[config.mk]
export PLATFORM = sky130hd
export DESIGN_NAME = counting_semaphore_wait_queues_unit
export DESIGN_NICKNAME = d
export VERILOG_FILES = /design/src/semq_pkg.sv /design/src/semq_front.sv /design/src/semq_fifo.sv /design/src/semq_back.sv /design/src/counting_semaphore_wait_queues_unit.sv
export SDC_FILE = /design/constraint.sdc
export NUM_CORES = 2
export LEC_CHECK = 0
export BUFFER_PORTS_ARGS = -buffer_cell sky130_fd_sc_hd__buf_2
export CORE_AREA = 2 2 364 637
export DETAILED_ROUTE_END_ITERATION = 10
export DIE_AREA = 0 0 366 639
export GPL_ROUTABILITY_DRIVEN = 0
export MAX_ROUTING_LAYER = met4
export PLACE_DENSITY = 0.61
export SKIP_LAST_GASP = 1
export SLEW_MARGIN = 20
export SYNTH_ARGS = -nofsm -noshare
export SYNTH_HDL_FRONTEND = slang
export SYNTH_SLANG_ARGS = --single-unit
export TNS_END_PERCENT = 30
[constraint.sdc]
create_clock -name clk -period 5.8 [get_ports clk]
set_clock_uncertainty 0.1 [all_clocks]
set_input_delay 1.16 -clock clk [delete_from_list [all_inputs] [get_ports clk]]
set_output_delay 1.16 -clock clk [all_outputs]
set_load 0.01 [all_outputs]
[src/semq_pkg.sv]
// Shared types, codes and constants for the semaphore unit.
// No dependencies; used by every module of the unit.
package semq_pkg;

  // default sizes
  localparam int NUM_RESOURCES_DEF = 4;
  localparam int QUEUE_DEPTH_DEF   = 16;
  localparam int HOLDER_DEPTH_DEF  = 16;

  // fixed field widths
  localparam int NUM_REGS  = 4;
  localparam int CNT_W     = 5;
  localparam int ID_W      = 16;
  localparam int RES_W     = 3;
  localparam int ACT_W     = 2;
  localparam int STAT_W    = 4;
  localparam int CFG_IDX_W = 3;

  localparam logic [CNT_W-1:0] COUNT_MAX   = 5'd31;
  localparam logic [CNT_W-1:0] COUNT_RESET = 5'd1;

  // request actions
  localparam logic [ACT_W-1:0] ACT_ACQUIRE = 2'd0;
  localparam logic [ACT_W-1:0] ACT_RELEASE = 2'd1;
  localparam logic [ACT_W-1:0] ACT_WAKE    = 2'd2;
  localparam logic [ACT_W-1:0] ACT_REMOVE  = 2'd3;

  // result status codes
  localparam logic [STAT_W-1:0] ST_ASSIGNED = 4'd0;
  localparam logic [STAT_W-1:0] ST_QUEUED   = 4'd1;
  localparam logic [STAT_W-1:0] ST_RELEASED = 4'd2;
  localparam logic [STAT_W-1:0] ST_INVALID  = 4'd3;
  localparam logic [STAT_W-1:0] ST_NONE     = 4'd4;
  localparam logic [STAT_W-1:0] ST_WOKEN    = 4'd5;
  localparam logic [STAT_W-1:0] ST_REQUEUED = 4'd6;
  localparam logic [STAT_W-1:0] ST_REMOVED  = 4'd7;
  localparam logic [STAT_W-1:0] ST_FULL     = 4'd8;

  // classified operation handed from front to back
  typedef enum logic [2:0] {
    OP_ACQ,
    OP_REL,
    OP_WAKE,
    OP_REM,
    OP_BAD
  } op_t;

  typedef struct packed {
    op_t              op;
    logic [RES_W-1:0] res;
    logic [ID_W-1:0]  pid;
  } req_t;

endpackage

[src/semq_front.sv]
// Front end: takes requests and classifies them into operations.
// Depends on semq_pkg.
module semq_front #(
  parameter int NUM_RESOURCES = semq_pkg::NUM_RESOURCES_DEF
) (
  input  logic                        in_valid,
  output logic                        in_ready,
  input  logic [semq_pkg::ACT_W-1:0]  in_action,
  input  logic [semq_pkg::RES_W-1:0]  in_resource_id,
  input  logic [semq_pkg::ID_W-1:0]   in_proc_id,
  input  logic                        q_full,
  output logic                        q_push,
  output semq_pkg::req_t              q_data
);

  // accept while the queue has room
  assign in_ready = !q_full;
  assign q_push   = in_valid && in_ready;

  // decode action, flag out of range resources
  always_comb begin
    q_data.res = in_resource_id;
    q_data.pid = in_proc_id;
    case (in_action)
      semq_pkg::ACT_ACQUIRE: q_data.op = semq_pkg::OP_ACQ;
      semq_pkg::ACT_RELEASE: q_data.op = semq_pkg::OP_REL;
      semq_pkg::ACT_WAKE:    q_data.op = semq_pkg::OP_WAKE;
      semq_pkg::ACT_REMOVE:  q_data.op = semq_pkg::OP_REM;
      default:               q_data.op = semq_pkg::OP_BAD;
    endcase
    if (32'(in_resource_id) >= NUM_RESOURCES) begin
      q_data.op = semq_pkg::OP_BAD;
    end
  end

endmodule

[src/semq_fifo.sv]
// Two-entry request queue between front and back ends.
// Depends on semq_pkg.
module semq_fifo (
  input  logic           clk,
  input  logic           rst_n,
  input  logic           push,
  input  semq_pkg::req_t push_data,
  output logic           full,
  input  logic           pop,
  output semq_pkg::req_t pop_data,
  output logic           vld
);

  semq_pkg::req_t mem_r [2];
  logic           wptr_r, wptr_nxt;
  logic           rptr_r, rptr_nxt;
  logic [1:0]     cnt_r, cnt_nxt;

  assign full     = (cnt_r == 2'd2);
  assign vld      = (cnt_r != 2'd0);
  assign pop_data = mem_r[rptr_r];

  // pointer and fill update
  always_comb begin
    wptr_nxt = wptr_r ^ push;
    rptr_nxt = rptr_r ^ pop;
    cnt_nxt  = cnt_r + {1'b0, push} - {1'b0, pop};
  end

  always_ff @(posedge clk) begin
    if (!rst_n) begin
      wptr_r <= 1'b0;
      rptr_r <= 1'b0;
      cnt_r  <= 2'd0;
    end else begin
      wptr_r <= wptr_nxt;
      rptr_r <= rptr_nxt;
      cnt_r  <= cnt_nxt;
    end
  end

  // payload storage
  always_ff @(posedge clk) begin
    if (push) begin
      mem_r[wptr_r] <= push_data;
    end
  end

endmodule

[src/semq_back.sv]
// Back end: executes operations on counts, wait queues and holder lists.
// Holds both id memories and the output register. Depends on semq_pkg.
module semq_back #(
  parameter int NUM_RESOURCES = semq_pkg::NUM_RESOURCES_DEF,
  parameter int QUEUE_DEPTH   = semq_pkg::QUEUE_DEPTH_DEF,
  parameter int HOLDER_DEPTH  = semq_pkg::HOLDER_DEPTH_DEF
) (
  input  logic                            clk,
  input  logic                            rst_n,
  input  logic                            req_vld,
  input  semq_pkg::req_t                  req,
  output logic                            req_pop,
  output logic                            idle,
  input  logic                            cfg_valid,
  input  logic [semq_pkg::CFG_IDX_W-1:0]  cfg_index,
  input  logic [semq_pkg::CNT_W-1:0]      cfg_data,
  output logic                            out_valid,
  input  logic                            out_ready,
  output logic [semq_pkg::STAT_W-1:0]     out_status,
  output logic [semq_pkg::ID_W-1:0]       out_proc_id
);

  localparam int NR   = NUM_RESOURCES;
  localparam int QD   = QUEUE_DEPTH;
  localparam int HD   = HOLDER_DEPTH;
  localparam int RW   = (NR > 1) ? $clog2(NR) : 1;
  localparam int QW   = $clog2(QD);
  localparam int LW   = $clog2(QD + 1);
  localparam int HW   = (HD > 1) ? $clog2(HD) : 1;
  localparam int MXD  = (QD > HD) ? QD : HD;
  localparam int IW   = $clog2(MXD + 2);
  localparam int QAW  = $clog2(NR * QD);
  localparam int HAW  = (NR * HD > 1) ? $clog2(NR * HD) : 1;
  localparam int CW   = semq_pkg::CNT_W;
  localparam int IDW  = semq_pkg::ID_W;

  typedef enum logic [3:0] {
    S_IDLE, S_EXEC, S_HRD, S_HCMP, S_WK, S_QRD, S_QCMP, S_SHRD, S_SHWR, S_DONE
  } state_t;

  state_t                       state_r, state_nxt;
  semq_pkg::req_t               cur_r, cur_nxt;
  logic [IW-1:0]                i_r, i_nxt;
  logic [semq_pkg::STAT_W-1:0]  st_r, st_nxt;
  logic [IDW-1:0]               oid_r, oid_nxt;
  logic                         ov_r, ov_nxt;
  logic [semq_pkg::STAT_W-1:0]  ostat_r, ostat_nxt;
  logic [IDW-1:0]               oout_r, oout_nxt;

  logic [CW-1:0]  cnt_r  [NR];
  logic [CW-1:0]  cnt_nxt[NR];
  logic [LW-1:0]  len_r  [NR];
  logic [LW-1:0]  len_nxt[NR];
  logic [QW-1:0]  head_r  [NR];
  logic [QW-1:0]  head_nxt[NR];
  logic [HD-1:0]  hval_r  [NR];
  logic [HD-1:0]  hval_nxt[NR];

  // id memories with registered read
  logic [IDW-1:0] qmem [NR*QD];
  logic [IDW-1:0] hmem [NR*HD];
  logic [IDW-1:0] q_rd_r, h_rd_r;
  logic           q_we, h_we;
  logic [QAW-1:0] q_waddr, q_raddr;
  logic [HAW-1:0] h_waddr, h_raddr;
  logic [IDW-1:0] q_wdata, h_wdata;

  logic [RW-1:0]  rr;
  logic [CW-1:0]  cnt_cur;
  logic [LW-1:0]  len_cur;
  logic [QW-1:0]  head_cur;
  logic [QW-1:0]  tail;
  logic           free_any;
  logic [HW-1:0]  free_slot;

  // circular queue position, head below the depth, offset at most the depth
  function automatic logic [QW-1:0] wrap(input logic [QW-1:0] h, input logic [IW-1:0] off);
    logic [IW:0] s;
    s = (IW+1)'(h) + (IW+1)'(off);
    if (s >= (IW+1)'(QD)) begin
      s = s - (IW+1)'(QD);
    end
    return QW'(s);
  endfunction

  function automatic logic [QAW-1:0] qaddr(input logic [RW-1:0] r, input logic [QW-1:0] p);
    return QAW'(QAW'(r) * QAW'(QD) + QAW'(p));
  endfunction

  function automatic logic [HAW-1:0] haddr(input logic [RW-1:0] r, input logic [HW-1:0] p);
    return HAW'(HAW'(r) * HAW'(HD) + HAW'(p));
  endfunction

  assign rr       = cur_r.res[RW-1:0];
  assign cnt_cur  = cnt_r[rr];
  assign len_cur  = len_r[rr];
  assign head_cur = head_r[rr];
  assign tail     = wrap(head_cur, IW'(len_cur));

  assign idle        = (state_r == S_IDLE);
  assign out_valid   = ov_r;
  assign out_status  = ostat_r;
  assign out_proc_id = oout_r;

  // lowest free holder slot
  always_comb begin
    free_any  = 1'b0;
    free_slot = '0;
    for (int k = HD - 1; k >= 0; k--) begin
      if (!hval_r[rr][k]) begin
        free_any  = 1'b1;
        free_slot = HW'(k);
      end
    end
  end

  // sequencer
  always_comb begin
    state_nxt = state_r;
    cur_nxt   = cur_r;
    i_nxt     = i_r;
    st_nxt    = st_r;
    oid_nxt   = oid_r;
    ov_nxt    = ov_r;
    ostat_nxt = ostat_r;
    oout_nxt  = oout_r;
    cnt_nxt   = cnt_r;
    len_nxt   = len_r;
    head_nxt  = head_r;
    hval_nxt  = hval_r;
    req_pop   = 1'b0;
    q_we      = 1'b0;
    q_waddr   = '0;
    q_wdata   = '0;
    q_raddr   = '0;
    h_we      = 1'b0;
    h_waddr   = '0;
    h_wdata   = '0;
    h_raddr   = '0;

    if (ov_r && out_ready) begin
      ov_nxt = 1'b0;
    end

    case (state_r)
      S_IDLE: begin
        if (req_vld) begin
          req_pop   = 1'b1;
          cur_nxt   = req;
          i_nxt     = '0;
          oid_nxt   = '0;
          state_nxt = S_EXEC;
        end
      end
      S_EXEC: begin
        state_nxt = S_DONE;
        case (cur_r.op)
          semq_pkg::OP_ACQ: begin
            if (cnt_cur == '0) begin
              if (len_cur == LW'(QD)) begin
                st_nxt = semq_pkg::ST_FULL;
              end else begin
                q_we        = 1'b1;
                q_waddr     = qaddr(rr, tail);
                q_wdata     = cur_r.pid;
                len_nxt[rr] = LW'(len_cur + 1'b1);
                st_nxt      = semq_pkg::ST_QUEUED;
              end
            end else if (!free_any) begin
              st_nxt = semq_pkg::ST_FULL;
            end else begin
              h_we                    = 1'b1;
              h_waddr                 = haddr(rr, free_slot);
              h_wdata                 = cur_r.pid;
              hval_nxt[rr][free_slot] = 1'b1;
              cnt_nxt[rr]             = cnt_cur - 1'b1;
              st_nxt                  = semq_pkg::ST_ASSIGNED;
            end
          end
          semq_pkg::OP_REL: begin
            state_nxt = S_HRD;
          end
          semq_pkg::OP_WAKE: begin
            if (len_cur == '0) begin
              st_nxt = semq_pkg::ST_NONE;
            end else begin
              q_raddr   = qaddr(rr, head_cur);
              state_nxt = S_WK;
            end
          end
          semq_pkg::OP_REM: begin
            if (len_cur == '0) begin
              st_nxt = semq_pkg::ST_INVALID;
            end else begin
              state_nxt = S_QRD;
            end
          end
          default: begin
            st_nxt = semq_pkg::ST_INVALID;
          end
        endcase
      end
      // holder scan: read then compare
      S_HRD: begin
        h_raddr   = haddr(rr, i_r[HW-1:0]);
        state_nxt = S_HCMP;
      end
      S_HCMP: begin
        if (hval_r[rr][i_r[HW-1:0]] && h_rd_r == cur_r.pid) begin
          hval_nxt[rr][i_r[HW-1:0]] = 1'b0;
          if (cnt_cur != semq_pkg::COUNT_MAX) begin
            cnt_nxt[rr] = cnt_cur + 1'b1;
          end
          st_nxt    = semq_pkg::ST_RELEASED;
          state_nxt = S_DONE;
        end else if (i_r == IW'(HD - 1)) begin
          st_nxt    = semq_pkg::ST_INVALID;
          state_nxt = S_DONE;
        end else begin
          i_nxt     = IW'(i_r + 1'b1);
          state_nxt = S_HRD;
        end
      end
      // head of queue is in the read register
      S_WK: begin
        oid_nxt   = q_rd_r;
        state_nxt = S_DONE;
        if (cnt_cur == '0) begin
          q_we         = 1'b1;
          q_waddr      = qaddr(rr, tail);
          q_wdata      = q_rd_r;
          head_nxt[rr] = wrap(head_cur, IW'(1));
          st_nxt       = semq_pkg::ST_REQUEUED;
        end else if (!free_any) begin
          st_nxt = semq_pkg::ST_FULL;
        end else begin
          head_nxt[rr]            = wrap(head_cur, IW'(1));
          len_nxt[rr]             = LW'(len_cur - 1'b1);
          h_we                    = 1'b1;
          h_waddr                 = haddr(rr, free_slot);
          h_wdata                 = q_rd_r;
          hval_nxt[rr][free_slot] = 1'b1;
          cnt_nxt[rr]             = cnt_cur - 1'b1;
          st_nxt                  = semq_pkg::ST_WOKEN;
        end
      end
      // queue scan for remove
      S_QRD: begin
        q_raddr   = qaddr(rr, wrap(head_cur, i_r));
        state_nxt = S_QCMP;
      end
      S_QCMP: begin
        if (q_rd_r == cur_r.pid) begin
          oid_nxt = cur_r.pid;
          st_nxt  = semq_pkg::ST_REMOVED;
          if (IW'(i_r + 1'b1) == IW'(len_cur)) begin
            len_nxt[rr] = LW'(len_cur - 1'b1);
            state_nxt   = S_DONE;
          end else begin
            state_nxt = S_SHRD;
          end
        end else if (IW'(i_r + 1'b1) == IW'(len_cur)) begin
          st_nxt    = semq_pkg::ST_INVALID;
          state_nxt = S_DONE;
        end else begin
          i_nxt     = IW'(i_r + 1'b1);
          state_nxt = S_QRD;
        end
      end
      // close the gap one entry at a time
      S_SHRD: begin
        q_raddr   = qaddr(rr, wrap(head_cur, IW'(i_r + 1'b1)));
        state_nxt = S_SHWR;
      end
      S_SHWR: begin
        q_we    = 1'b1;
        q_waddr = qaddr(rr, wrap(head_cur, i_r));
        q_wdata = q_rd_r;
        if (IW'(i_r + IW'(2)) == IW'(len_cur)) begin
          len_nxt[rr] = LW'(len_cur - 1'b1);
          state_nxt   = S_DONE;
        end else begin
          i_nxt     = IW'(i_r + 1'b1);
          state_nxt = S_SHRD;
        end
      end
      S_DONE: begin
        if (!ov_r || out_ready) begin
          ov_nxt    = 1'b1;
          ostat_nxt = st_r;
          oout_nxt  = oid_r;
          state_nxt = S_IDLE;
        end
      end
      default: begin
        state_nxt = S_IDLE;
      end
    endcase

    // count load from the register port
    if (cfg_valid && 32'(cfg_index) < semq_pkg::NUM_REGS && 32'(cfg_index) < NR) begin
      cnt_nxt[cfg_index[RW-1:0]] = cfg_data;
    end
  end

  always_ff @(posedge clk) begin
    if (!rst_n) begin
      state_r <= S_IDLE;
      ov_r    <= 1'b0;
      for (int k = 0; k < NR; k++) begin
        cnt_r[k]  <= semq_pkg::COUNT_RESET;
        len_r[k]  <= '0;
        head_r[k] <= '0;
        hval_r[k] <= '0;
      end
    end else begin
      state_r <= state_nxt;
      ov_r    <= ov_nxt;
      cnt_r   <= cnt_nxt;
      len_r   <= len_nxt;
      head_r  <= head_nxt;
      hval_r  <= hval_nxt;
    end
  end

  // payload registers
  always_ff @(posedge clk) begin
    cur_r   <= cur_nxt;
    i_r     <= i_nxt;
    st_r    <= st_nxt;
    oid_r   <= oid_nxt;
    ostat_r <= ostat_nxt;
    oout_r  <= oout_nxt;
  end

  // wait queue id memory
  always_ff @(posedge clk) begin
    if (q_we) begin
      qmem[q_waddr] <= q_wdata;
    end
    q_rd_r <= qmem[q_raddr];
  end

  // holder id memory
  always_ff @(posedge clk) begin
    if (h_we) begin
      hmem[h_waddr] <= h_wdata;
    end
    h_rd_r <= hmem[h_raddr];
  end

endmodule

[src/counting_semaphore_wait_queues_unit.sv]
// Channel   Direction  Signals
// in_       request    in_valid/in_ready, in_action, in_resource_id, in_proc_id
// out_      result     out_valid/out_ready, out_status, out_proc_id
// cfg_      write      cfg_valid/cfg_ready, cfg_index, cfg_data
//
// Release scans the holder slots one at a time until it finds the id; remove
// scans the queue entries the same way and then moves each later entry up. The
// scans read the id memories entry by entry; a stalled result holds the back end.
// Reset is synchronous and needs no clearing pass; counts load to 1.
// A two-entry request queue lets the front accept while a result is stalled.
// Depends on semq_pkg, semq_front, semq_fifo and semq_back.
module counting_semaphore_wait_queues_unit #(
  parameter int NUM_RESOURCES = semq_pkg::NUM_RESOURCES_DEF,
  parameter int QUEUE_DEPTH   = semq_pkg::QUEUE_DEPTH_DEF,
  parameter int HOLDER_DEPTH  = semq_pkg::HOLDER_DEPTH_DEF
) (
  input  logic                            clk,
  input  logic                            rst_n,
  input  logic                            in_valid,
  output logic                            in_ready,
  input  logic [semq_pkg::ACT_W-1:0]      in_action,
  input  logic [semq_pkg::RES_W-1:0]      in_resource_id,
  input  logic [semq_pkg::ID_W-1:0]       in_proc_id,
  output logic                            out_valid,
  input  logic                            out_ready,
  output logic [semq_pkg::STAT_W-1:0]     out_status,
  output logic [semq_pkg::ID_W-1:0]       out_proc_id,
  input  logic                            cfg_valid,
  output logic                            cfg_ready,
  input  logic [semq_pkg::CFG_IDX_W-1:0]  cfg_index,
  input  logic [semq_pkg::CNT_W-1:0]      cfg_data
);

  semq_pkg::req_t push_data, pop_data;
  logic           push, pop, full, fvld, bk_idle;

  assign cfg_ready = 1'b1;

  semq_front #(.NUM_RESOURCES(NUM_RESOURCES)) u_front (
    .in_valid       (in_valid),
    .in_ready       (in_ready),
    .in_action      (in_action),
    .in_resource_id (in_resource_id),
    .in_proc_id     (in_proc_id),
    .q_full         (full),
    .q_push         (push),
    .q_data         (push_data)
  );

  semq_fifo u_fifo (
    .clk       (clk),
    .rst_n     (rst_n),
    .push      (push),
    .push_data (push_data),
    .full      (full),
    .pop       (pop),
    .pop_data  (pop_data),
    .vld       (fvld)
  );

  semq_back #(
    .NUM_RESOURCES (NUM_RESOURCES),
    .QUEUE_DEPTH   (QUEUE_DEPTH),
    .HOLDER_DEPTH  (HOLDER_DEPTH)
  ) u_back (
    .clk         (clk),
    .rst_n       (rst_n),
    .req_vld     (fvld),
    .req         (pop_data),
    .req_pop     (pop),
    .idle        (bk_idle),
    .cfg_valid   (cfg_valid),
    .cfg_index   (cfg_index),
    .cfg_data    (cfg_data),
    .out_valid   (out_valid),
    .out_ready   (out_ready),
    .out_status  (out_status),
    .out_proc_id (out_proc_id)
  );

  // back end only takes a request that is there, and only when idle
  a_pop_ok: assert property (@(posedge clk) disable iff (!rst_n)
    pop |-> (fvld && bk_idle))
    else $error("request popped from empty queue or busy back end");

  // an accepted request is held in the queue on the next cycle
  a_push_held: assert property (@(posedge clk) disable iff (!rst_n)
    (in_valid && in_ready) |=> fvld)
    else $error("accepted request lost");

  // only defined status codes leave the unit
  a_status_rng: assert property (@(posedge clk) disable iff (!rst_n)
    out_valid |-> (out_status <= semq_pkg::ST_FULL))
    else $error("undefined status code");

endmodule

* Yosys cells after proc, flatten, opt, wreduce, memory -nomap -nowiden
Memories as Yosys holds them, arrays and structs flattened. A register that Yosys moved wholly into a read port is not among the register bits.
Cells that the tools add are included.
** Word-level totals
- Register bits after elaboration :: 174
- Bits in writable memories :: 2092
- Word-level logic and storage cells :: 333
- Output and inout bits :: 23
- Memories kept :: 3
** Memories
- u_back.hmem :: words 64, width 16, rd ports 1, clocked after Yosys merged registers in 1, write ports 1, RTL line semq_back.sv:61 : logic [IDW-1:0] hmem [NR*HD];
- u_back.qmem :: words 64, width 16, rd ports 1, clocked after Yosys merged registers in 1, write ports 1, RTL line semq_back.sv:60 : logic [IDW-1:0] qmem [NR*QD];
- u_fifo.mem_r :: words 2, width 22, rd ports 1, clocked after Yosys merged registers in 1, write ports 1, RTL line semq_fifo.sv:14 : semq_pkg::req_t mem_r [2];
** Cells by class
- Magnitude comparators :: 14
- Reductions and logical operators :: 33
- Bitwise logic cells :: 7
- Equality and inequality tests :: 44
- $add $sub $neg :: 23
- Multiplexer cells :: 183
** Operators by type and width (count)
- 2-to-1 mux 20 bit :: 14
- 2-to-1 mux 16 bit :: 17
- 2-to-1 mux 64 bit :: 4
- 2-to-1 mux 4 bit :: 52
- one-hot mux 64 bit (3 select lines) :: 1
- bitwise mux 20 bit :: 5
- one-hot mux 16 bit (3 select lines) :: 2
- one-hot mux 20 bit (4 select lines) :: 1
- AND 64 bit :: 1
- demux 16 bit (select 2 bit) :: 2
- inverter 64 bit :: 1
- OR 64 bit :: 1
- 2-to-1 mux 5 bit :: 12
- 2-to-1 mux 6 bit :: 10
- one-hot mux 20 bit (3 select lines) :: 1
- adder 6 x 4 -> 6 bit :: 7
- one-hot mux 4 bit (10 select lines) :: 1
- 2-to-1 mux 1 bit :: 37
- one-hot mux 6 bit (3 select lines) :: 2
- binary-select mux 16 bit (select 2 bit) :: 1
- bitwise mux 16 bit :: 2
- == test 16 bit :: 2
- one-hot mux 16 bit (2 select lines) :: 1
- one-hot mux 4 bit (4 select lines) :: 2
- other kinds (61) :: 125

* Longest topological paths before layout
- Word-level depth :: 31
- Mapped depth :: 20

* By module
From an unflattened synthesis, not the netlist that was laid out.
** Unflattened totals
- Cells, all modules :: 6464
- Area, all modules :: 93662.3 µm²
** By module, submodules not included
- semq_back :: area each 91654.2 µm², instances 1, seq. area each 66623.9 µm², cells each 6349
- semq_fifo :: area each 1828.0 µm², instances 1, seq. area each 1421.4 µm², cells each 89
- semq_front :: area each 168.9 µm², instances 1, seq. area each 0.0 µm², cells each 24
- counting_semaphore_wait_queues_unit :: area each 11.3 µm², instances 1, seq. area each 0.0 µm², cells each 2

* Worst setup path after synthesis
OpenSTA, ideal clock, no wires.
- Kind :: flip-flop to flip-flop
- Start point :: reg u_back.cur_r[17] (netlist name)
- End point :: mem u_back.hmem[0][0] (netlist name) (data pin)
- Cell stages (with the launch flop) :: 15
- Arrival :: 4.226 ns
- Setup slack :: 0.975 ns
- Setup time :: 0.499 ns
- Path buffers :: 8
- Required time :: 5.201 ns
- Cell sequence :: edfxtp_1 -> buf_4 -> buf_4 -> buf_6 -> buf_4 -> clkbuf_1 -> mux4_2 -> inv_1 -> ha_1 -> or4b_1 -> clkbuf_1 -> o41ai_1 -> clkbuf_1 -> buf_1 -> nor2_1
** Between the ends
- Word-level cells in the longest chain between the ends :: 24
- Elaborated cells between the ends (all ways) :: 30
** RTL lines
- start, declared :: RTL line semq_back.sv:42 : semq_pkg::req_t cur_r, cur_nxt;
- start signal, assigned :: RTL line semq_back.sv:328 : cur_r <= cur_nxt;
- inverter 2 -> 3 bit (not written as such) * :: RTL line semq_back.sv:95, semq_back.sv:110
- binary-select mux 16 bit (select 2 bit) :: RTL line semq_back.sv:110 : if (!hval_r[rr][k]) begin
- 2-to-1 mux 16 bit (not written as such) (2 in series) :: RTL line semq_back.sv:110
- 2-to-1 mux 1 bit (16 in series) :: RTL line semq_back.sv:110
- 2-to-1 mux 16 bit :: RTL line semq_back.sv:169 : end else if (!free_any) begin
- 2-to-1 mux 16 bit :: RTL line semq_back.sv:159 : if (cnt_cur == '0) begin
- 2-to-1 mux 16 bit :: RTL line semq_back.sv:157 : case (cur_r.op)
- one-hot mux 16 bit (2 select lines) * :: RTL line semq_back.sv:145 : case (state_r)
- via u_back.h_wdata[0] :: RTL line semq_back.sv:66 : logic [IDW-1:0] q_wdata, h_wdata;
- end, declared :: RTL line semq_back.sv:61
The timed path passes the listed nets; every way through them passes the cells marked *. The select of a mux whose other input is x is not followed.

* Worst setup path after layout
- Start point :: reg u_back.cur_r[16] (netlist name)
- End point :: reg u_back.q_rd_r[9] (read register of u_back.qmem)
** Between the ends
- Word-level cells in the longest chain between the ends :: 10
- Elaborated cells between the ends (all ways) :: 24
** RTL lines
- inverter 2 -> 3 bit (not written as such) :: RTL line semq_back.sv:96, semq_back.sv:97
- binary-select mux 4 bit (select 2 bit) :: RTL line semq_back.sv:97 : assign head_cur = head_r[rr];
- 2-to-1 mux 4 bit (not written as such) (2 in series) :: RTL line semq_back.sv:97
- adder 4 x 5 -> 6 bit :: RTL line semq_back.sv:79 : s = (IW+1)'(h) + (IW+1)'(off);
- greater-or-equal comparator 6 x 5 -> 1 bit / subtractor 4 x 1 -> 4 bit (equally long branches) :: RTL line semq_back.sv:80, semq_back.sv:81
- 2-to-1 mux 4 bit :: RTL line semq_back.sv:80 : if (s >= (IW+1)'(QD)) begin
- 2-to-1 mux 4 bit :: RTL line semq_back.sv:145
- adder 6 x 4 -> 6 bit :: RTL line semq_back.sv:87 : return QAW'(QAW'(r) * QAW'(QD) + QAW'(p));
- one-hot mux 6 bit (3 select lines) * :: RTL line semq_back.sv:145
- end, declared :: RTL line semq_back.sv:62 : logic [IDW-1:0] q_rd_r, h_rd_r;
Every way passes the cells marked *; elsewhere a longest branch is shown, timed or not. The select of a mux whose other input is x is not followed.
A chain may end at the register's enable or synchronous reset.

==> impl_metrics.sql <==
INSERT INTO impl_metrics (metric_group, metric, value, unit) VALUES
('sta', 'final.setup.worst_slack', '182', 'ps'),
('drt', 'vias_per_cell', '5.82', ''),
('yosys', 'synth_nets', '6342', ''),
('final_layout', 'most-common-layout-cells', 'sky130_fd_sc_hd__edfxtp_1 (2,156), sky130_fd_sc_hd__nand2_1 (1,184), sky130_fd_sc_hd__nand3_1 (566), sky130_fd_sc_hd__buf_4 (306), sky130_fd_sc_hd__mux4_2 (228)', ''),
('drt', 'drtIter0Drc', '6131', ''),
('sta', 'post-route-period-util', '96.9', '%'),
('grt', 'overflow', '0', ''),
('drt', 'final_wl', '284', 'mm'),
('grt', 'grt_start_max_net_pins', '125', ''),
('sta', 'period_needed', '5620', 'ps'),
('yosys', 'ys_warn_count', '0', ''),
('worst_setup_path', 'worst_path_most_repeated_cell', 'sky130_fd_sc_hd__buf_4', ''),
('die', 'die_y', '639', 'µm'),
('yosys', 'synth_area', '0.0935', 'mm²'),
('worst_setup_path', 'slowest_delay', '1020', 'ps'),
('power', 'power_per_cell_area', '384', 'mW/mm²'),
('clock_tree', 'post_cts_hold_buffer_count', '0', ''),
('yosys', 'ys.flop_type', 'sky130_fd_sc_hd__edfxtp_1', ''),
('grt', 'grt_util_all_layers', '24.6', '%'),
('drt', 'drcViolationCount', '0', ''),
('clock_tree', 'cts_tree', 'built', ''),
('die', 'floorplan.core_area', '0.229', 'mm²'),
('yosys', 'avgSynthCellArea', '14.9', 'µm²'),
('sta', 'timing.final.max_slew_violations', '0', ''),
('worst_setup_path', 'critical_path_required', '6490', 'ps'),
('grt', 'grt_first_pass_wirelength', '405', 'mm'),
('die', 'floorplan.initialDensity', '40.8', '%'),
('worst_setup_path', 'path_class', 'flip-flop to flip-flop', ''),
('place', 'port_buffers', '55', ''),
('clock_tree', 'cts.reportedPaths.clkPinSlew', '70', 'ps'),
('yosys', 'netlist_instances', '6280', ''),
('yosys', 'synth-seq-area-share', '72.7', '%'),
('clock_tree', 'ctsRootBufferMaster', 'sky130_fd_sc_hd__clkbuf_16', ''),
('final_layout', 'multi_input_comb_area', '0.0240', 'mm²'),
('run_status', 'outcome', 'finished, final reports clean', ''),
('clock_tree', 'clock_insertion_delay_worst_skew', '900', 'ps'),
('sta', 'rsz0062_at_grt', 'false', ''),
('sta', 'final.setup.tns', '0', 'ps'),
('worst_setup_path', 'timing.critical_path.buf_inv', '3', ''),
('place', 'pre_cts_ws', '333', 'ps'),
('yosys', 'synth_seq_cells', '2317', ''),
('min_path', 'hold_path.class', 'flip-flop to flip-flop', ''),
('clock_tree', 'cts_resized', '0', ''),
('final_layout', 'mostFrequentLayoutCell', 'sky130_fd_sc_hd__edfxtp_1', ''),
('die', 'boundaryPins', '57', ''),
('grt', 'first_global_vias', '56450', ''),
('sta', 'timing.max_slew.rel_slack', '11.5', '%'),
('yosys', 'synth_edf_count', '2156', ''),
('drt', 'ant_nets', '0', ''),
('clock_tree', 'clk_path_buf_depth', '4', ''),
('drt', 'routed_vias', '56702', ''),
('clock_tree', 'numCtsBuffers', '207', ''),
('clock_tree', 'cts.repair_timing.setup_buffer_count', '0', ''),
('final_layout', 'sequential_cell_area', '0.0680', 'mm²'),
('worst_setup_path', 'crit_arrival', '6310', 'ps'),
('grt', 'grt_antenna_before_repair', '26', ''),
('sta', 'final-setup-viol-count', '0', ''),
('sta', 'fmax', '0.178', 'GHz'),
('drt', 'drt-wirelength-per-cell', '29.1', 'µm'),
('place', 'post-dp-hpwl', '188', 'mm'),
('place', 'post_dp_cell_area', '0.0994', 'mm²'),
('worst_setup_path', 'worst-path-max-fanout', '24', ''),
('power', 'power.static_leakage', '35.1', 'nW'),
('final_layout', 'drive_above_1_share', '17.1', '%'),
('worst_setup_path', 'worstSetupEndpointType', 'flip-flop', ''),
('worst_setup_path', 'path_cells', 'buf_4 -> mux4_2 -> inv_1 -> ha_1 -> nor4b_2 -> o32ai_1 -> a31oi_4 -> buf_4 -> nand3_1 -> a31oi_1 -> a2111o_1', ''),
('yosys', 'yosys.cell_types.count', '83', ''),
('clock_tree', 'num_clock_sinks', '2317', ''),
('die', 'core.rowCount', '233', ''),
('final_layout', 'final_nets', '6568', ''),
('final_layout', 'fin_util', '46.3', '%');
## final timing paths
| path | start | endpoint | slack (ps) | cells past startpoint |
|---|---|---|---|---|
| min | u_back.oid_r[9] | u_back.out_proc_id[9] | 320 | 0 |
| max reg2reg | u_back.cur_r[16] | u_back.q_rd_r[9] | 180 | 11 |
| min reg2reg | u_back.oid_r[9] | u_back.out_proc_id[9] | 320 | 0 |
| max | u_back.cur_r[16] | u_back.q_rd_r[9] | 180 | 11 |
## cells in the mapped netlist, drive strengths merged, types with 5 or more instances
master	count	area share, %
nand3b	8	0.064
ha	25	0.33
a22o	18	0.17
o211ai	96	0.77
mux2i	167	1.8
a21boi	10	0.080
nand3	566	3.0
a21oi	30	0.16
and3	7	0.047
buf	157	0.88
o22ai	135	0.90
nand2	1189	4.8
dfxtp	161	3.4
nand4	59	0.39
nor3b	9	0.072
a221oi	9	0.084
xor2	26	0.24
nor4	8	0.060
nand2b	16	0.11
a31oi	58	0.41
a2111o	15	0.18
mux2	134	1.6
a22oi	17	0.14
a211oi	5	0.040
o211a	10	0.11
inv	32	0.13
nor2b	19	0.13
a32oi	50	0.47
nor3	21	0.12
clkbuf	229	0.92
o21ai	217	1.2
nor2	234	0.95
xnor2	42	0.39
and2	20	0.13
o21a	10	0.082
edfxtp	2156	69
or3	5	0.033
nor4b	5	0.067
mux4	228	5.5
a31o	21	0.20
## metrics by stage
| stage | power, mW | hold slack (ps) | cells |
|---|---|---|---|
| 6_report | 40.8 | 322 | 9747 |
| 5_1_grt | 41.9 | 322 | 9744 |
| 4_1_cts | 40.9 | 317 | 9725 |
| 3_5_place_dp | 27.2 | 307 | 9351 |
| 3_3_place_gp | 27.1 | 305 | 9350 |
| 2_1_floorplan | 24.2 | 300 | 6280 |
## state kept, by name, indices dropped and copies added (netlist names), 2 cells and up
| name | cells |
|---|---|
| u_back.state_r | 4 |
| u_back.head_r | 16 |
| u_back.cnt_r | 20 |
| u_back.out_status | 4 |
| u_back.len_r | 20 |
| u_back.h_rd_r | 16 |
| u_back.out_proc_id | 16 |
| u_back.cur_r | 21 |
| u_back.hmem | 1024 |
| u_fifo.cnt_r | 2 |
| u_back.i_r | 5 |
| u_back.hval_r | 64 |
| u_back.st_r | 4 |
| u_back.qmem | 1024 |
| u_fifo.mem_r | 42 |
| u_back.q_rd_r | 16 |
| u_back.oid_r | 16 |
## cells by family (layout without fill, tap and decap cells)
family                     count (synthesis)  after routing  synth area share, %
AOI/OAI and AO/OA                        735            735                 5.28
xor gates and xnor gates                  69             69                0.661
adders and majority gates                 28             28                0.399
buffers and inverters                    418            809                 1.93
DFF                                     2317           2317                 72.7
muxes                                    529            529                 8.89
other                                      1             22              0.00401
and+or+nand+nor                         2183           2183                 10.1
## worst reg2reg max path: cells and delay by family, from the launching register on
family / cells / cell delay, ps
mux: 1 / 660
compound gates: 4 / 2400
simple gates: 2 / 730
buf+inv: 3 / 1030
fa+ha+maj: 1 / 230
flops: 1 / 410
## routing by layer
layer	up-vias	track usage (%)	wire length (µm)
met1	28721	25.7	94600
met5	-	-	0
met2	2643	41.7	144000
met4	0	18.5	25400
met3	872	4.30	19600
li1	24466	-	-
## where the power goes
part	switching (mW)	internal, mW	total, mW
logic	4.62	2.43	7.05
registers	0.591	19.3	19.9
clock network	6.15	7.74	13.9
total	11.4	29.4	40.8
## layout make-up
class,instances,area share (%)
antenna,21,0.0495
timing repair buffer,403,3.23
sequential,2317,64.0
clock buffer,260,5.21
clock inverter,114,1.09
tap,3055,3.60
multi-input combinational,3545,22.7
inverter,32,0.113
No activity file was read; power rests on OpenSTA's default activity.
